`config.mk`:
```
export PLATFORM = sky130hd
export DESIGN_NAME = qrs_sqrt
export DESIGN_NICKNAME = d
export VERILOG_FILES = /design/src/hw/rtl/quadratic_root_solver_macros.svh /design/src/hw/rtl/qrs_pkg.sv /design/src/hw/rtl/qrs_sqrt.sv
export SDC_FILE = /design/constraint.sdc
export NUM_CORES = 2
export LEC_CHECK = 0
export ABC_CLOCK_PERIOD_IN_PS = 3100
export BUFFER_PORTS_ARGS = -buffer_cell sky130_fd_sc_hd__buf_4
export CAP_MARGIN = 5
export CORE_MARGIN = 1.5
export CORE_UTILIZATION = 58
export DETAILED_ROUTE_END_ITERATION = 7
export HOLD_SLACK_MARGIN = 0.06
export MAX_ROUTING_LAYER = met4
export PLACE_DENSITY = 0.78
export SLEW_MARGIN = 20
export SYNTH_ARGS = -nofsm -noshare
export SYNTH_HDL_FRONTEND = slang
export SYNTH_MEMORY_MAX_BITS = 65536
export SYNTH_SLANG_ARGS = --single-unit
```
`constraint.sdc`:
```
create_clock -name i_clk -period 3.1 [get_ports i_clk]
set_input_delay 0.31 -clock i_clk [delete_from_list [all_inputs] [get_ports i_clk]]
set_output_delay 0.31 -clock i_clk [all_outputs]
set_load 0.01 [all_outputs]
```
`src/hw/rtl/quadratic_root_solver_macros.svh`:
```
// Assertion macros shared by the quadratic root solver RTL.
`ifndef QUADRATIC_ROOT_SOLVER_MACROS_SVH
`define QUADRATIC_ROOT_SOLVER_MACROS_SVH
`ifndef ASSERT_OFF
`define QRS_ASSERT_IMPL(lbl, clk, rst_n, ante, cons) \
    lbl: assert property (@(posedge clk) disable iff (!rst_n) (ante) |-> (cons)) \
        else $error("assertion failed");
`define QRS_ASSERT_NEXT(lbl, clk, rst_n, ante, cons) \
    lbl: assert property (@(posedge clk) disable iff (!rst_n) (ante) |=> (cons)) \
        else $error("assertion failed");
`else
`define QRS_ASSERT_IMPL(lbl, clk, rst_n, ante, cons)
`define QRS_ASSERT_NEXT(lbl, clk, rst_n, ante, cons)
`endif
`endif

```
`src/hw/rtl/qrs_pkg.sv`:
```
// Shared types and constants of the quadratic root solver.
package qrs_pkg;
    localparam int OUT_FRAC = 16;

    typedef enum logic [1:0] {
        ST_TWO  = 2'd0,
        ST_ONE  = 2'd1,
        ST_NONE = 2'd2,
        ST_ZERO = 2'd3
    } t_status;
endpackage

```
`src/hw/rtl/qrs_sqrt.sv`:
```
// Pipelined integer square root of a radicand scaled by 2^32, one root bit per stage.
module qrs_sqrt #(
    parameter int IN_W = 33
) (
    input  logic                                          i_clk,
    input  logic                                          i_en,
    input  logic [IN_W-1:0]                               i_rad,
    output logic [(IN_W+2*qrs_pkg::OUT_FRAC+1)/2-1:0]     o_root
);
    localparam int K    = (IN_W + 2 * qrs_pkg::OUT_FRAC + 1) / 2;
    localparam int XW   = 2 * K;
    localparam int REMW = K + 2;

    logic [XW-1:0]   r_x    [K];
    logic [REMW-1:0] r_rem  [K];
    logic [K-1:0]    r_root [K];

    for (genvar j = 0; j < K; j++) begin : g_stage
        logic [XW-1:0]   s_x;
        logic [REMW-1:0] s_rem;
        logic [K-1:0]    s_root;
        logic [REMW+1:0] n_sh;
        logic [REMW+1:0] n_trial;
        logic            n_ge;

        if (j == 0) begin : g_first
            assign s_x    = XW'(i_rad) << (2 * qrs_pkg::OUT_FRAC);
            assign s_rem  = '0;
            assign s_root = '0;
        end else begin : g_next
            assign s_x    = r_x[j-1];
            assign s_rem  = r_rem[j-1];
            assign s_root = r_root[j-1];
        end

        always_comb begin
            n_sh    = {s_rem, s_x[XW-1:XW-2]};
            n_trial = (REMW+2)'({s_root, 2'b01});
            n_ge    = (n_sh >= n_trial);
        end

        always_ff @(posedge i_clk) begin
            if (i_en) begin
                r_x[j]    <= s_x << 2;
                r_rem[j]  <= n_ge ? REMW'(n_sh - n_trial) : REMW'(n_sh);
                r_root[j] <= {s_root[K-2:0], n_ge};
            end
        end
    end

    assign o_root = r_root[K-1];
endmodule

```
==> flow_metrics.py <==
metrics = {
    "run_status": {
        "status": "finished, violations left",
        "failed_checks": "negative setup slack",
    },
    "cells_and_area": {
        "fillers": 10806,
        "area_growth_pct": 23.85,
        "layout_common_cells": "edfxtp_1, buf_4, inv_1",
        "drive_gt1_share_pct": 22.55,
        "fin_nets": 10563,
        "final_common_cell": "edfxtp_1",
    },
    "synth": {
        "synth-edff-count": 1880,
        "synth_cells": 8656,
        "ys_ff_latch": 1880,
        "syn_avg_cell_area_um2": 11.48,
        "synth_area_leaders": "edfxtp_1, ha_1, xor2_1",
        "ys.flop_type": "edfxtp_1",
        "syn_area_um2": 99370,
        "postSynth.asyncResetShare_pct": 0,
        "syn_nets": 9269,
        "yosysTopAreaCellShare_pct": 56.81,
        "synthDistinctLibCells": 95,
        "ys_seq_area_share_pct": 56.81,
        "synth_area_leader_cell": "edfxtp_1",
        "yosys_warnings": 0,
    },
    "worst_setup_path": {
        "cpPeakStageDelay_ps": 550,
        "worstPathRequired_ps": 3680,
        "critPathKind": "flop to flop",
        "crit_fanout": 5,
        "crit_family": "simple AND/OR/NAND/NOR gates",
        "cp_slowest_cell": "or4_4",
        "cp_cell_sequence": "or4_4 -> or4b_4 -> or3_4 -> nor3_4 -> nand2b_4 -> nor3_4 -> nor3b_4 -> buf_6 -> buf_8 -> nor4_4 -> xor2_1",
        "crit_buf_inv": 2,
        "critPathMostFrequentCell": "nor3_4",
        "crit_arrival_ps": 3980,
        "cp-end-kind": "flop",
        "startpoint_type": "flop",
    },
    "sta": {
        "rsz0062_at_grt": "true",
        "hold_viol_final": 0,
        "slew_violations": 0,
        "clock.fmax_mhz": 294.2,
        "setup-tns-final_ps": -21530,
        "slew_headroom_pct": 26.03,
        "worstMarginPinSlew_ps": 1099,
        "finalClockSkew_ps": 30.73,
        "fin_crit_sh_pct": 109.6,
        "setup_viol_count_final": 172,
        "hold_ws_ps": 175.3,
        "worst_slack_ps": -298.9,
        "min_period_ps": 3399,
    },
    "flow_run": {
        "drv_cap": 0,
    },
    "clocking": {
        "cts-htree-levels": 4,
        "cts-root-buf": "clkbuf_16",
        "cts_buffers": 192,
        "clock_latency_ps": 850,
        "clock_sinks": 1880,
        "clkTransAtPathRegs_ps": 60,
        "clk_path_buf_depth": 3,
        "cts_tree": "yes",
    },
    "global_route": {
        "grt_max_degree": 105,
        "antenna_found_initial": 2,
        "grt_util_met1_pct": 31.77,
        "grt_pass1_vias": 71821,
        "grt_util_met2_pct": 48.59,
        "grt_pass1_wl_um": 372600,
        "met3_usage_pct": 3.268,
        "overflow": 0,
        "grt.total_usage_pct": 27.43,
        "busiest_layer": "met2",
    },
    "routing": {
        "wl_per_cell_um": 19.71,
        "final_antenna_net_count": 0,
        "via_per_inst": 5.889,
        "drt_iter0_drc": 5705,
        "vias": 72608,
        "drc": 0,
        "wirelength_um": 243000,
        "dr.pass1.iters": 7,
    },
    "place": {
        "place.gp.congestion": 0.9534,
        "dpl.hpwl_um": 168500,
        "port_buffers": 67,
    },
    "floorplan": {
        "dieHeight_um": 416.9,
        "fp.dieW_um": 416.9,
        "num_rows": 151,
        "core_um2": 169800,
        "die_area_um2": 173800,
        "ios": 68,
        "initial_core_util_pct": 58.51,
    },
    "pwr": {
        "p_leak_nw": 49.13,
        "fin_total_pwr_mw": 83.15,
        "power.density_nw_per_um2": 675.6,
        "vdd.ir_drop.worst_mv": 0.6558,
    },
    "worst_hold_path": {
        "hp-class": "input pin to flop",
    },
}
[synthesized netlist by cell type (all sizes together), types with 118 or more instances]
library cell,instances
nand2,705
xnor2,419
o21ai,545
clkbuf,153
nor4,118
nor3,249
nand3,142
xor2,421
a21oi,528
nand2b,123
nor2,561
inv,757
a21o,245
edfxtp,1880
ha,563
[power by group]
group	internal (mW)	total (mW)	switching, mW
Combinational	11.0	23.8	12.8
Clock	13.6	23.6	9.97
Sequential	32.9	35.8	2.88
[final cells by class]
type                            count  area, um2  share of cell area (%)
Clock inverter                    130       1429                   1.161
Antenna cell                        1      2.502                0.002033
Tap cell                         2218       2775                   2.255
Inverter                          760       2893                   2.350
Multi-Input combinational cell   5837      43460                   35.31
Clock buffer                      224       4989                   4.053
Timing Repair inverter              1      6.256                0.005083
Timing Repair Buffer             1278      11060                   8.989
Sequential cell                  1880      56450                   45.87
[layer usage]
layer / part of all wire, % / up-vias
met3: 4.7 / 686
met2: 52 / 2356
met4: 4.4 / 0
li1: - / 34294
met1: 39 / 35272
met5: 0 / -
[per-stage QoR]
step                      instance area (um2)  cells  setup WS [ps]  utilization (%)
after floorplan                         99660   8656         -123.4                -
after global placement                 109900  11708         -370.4            64.72
after detailed placement               109900  11708         -354.8            64.72
after CTS                              119200  12203         -190.8            70.16
after global routing                   123100  12329         -375.1            72.46
final                                  123100  12329         -298.9            72.46
[worst paths after layout]
check | from | endpoint | slack [ps] | cells past startpoint
setup / recovery | r_rem[0][191] | r_rem[0][232] | -300 | 11
hold / removal | i_rad[17] | r_x[0][49] | 180 | 2
setup reg to reg | r_rem[0][191] | r_rem[0][232] | -300 | 11
hold reg to reg | r_x[0][695] | r_x[0][761] | 400 | 0
[registers in the layout, indices dropped and copies added (netlist names)]
signal  flops
r_rem    1047
r_root    561
r_x       272
[logic make-up after synthesis]
logic type / synth area share [%]
buffers and inverters: 3.605
other: 0.003774
adder cells (fa/ha/maj): 7.391
AO/OA/AOI/OAI: 11.89
multiplexers: 0.7139
flip-flops: 56.81
XOR/XNOR: 7.403
AND/OR/NAND/NOR: 12.19
[worst reg2reg max path: cells and delay by family, from the launching register on]
kind	cells	cell delay, ps
buffers and inverters	2	280
AND/OR/NAND/NOR	8	2280
flip-flops	1	400
XOR/XNOR	1	170
[what timing repair did]
action	CTS	global route
endpoints found under the setup margin	558	728
gates resized for setup	357	599
setup buffers	96	131
pin swaps	135	263
gates cloned	15	12
endpoints found under the hold margin	52	0
hold buffers	34	0
Power figures use the tool's default switching activity.
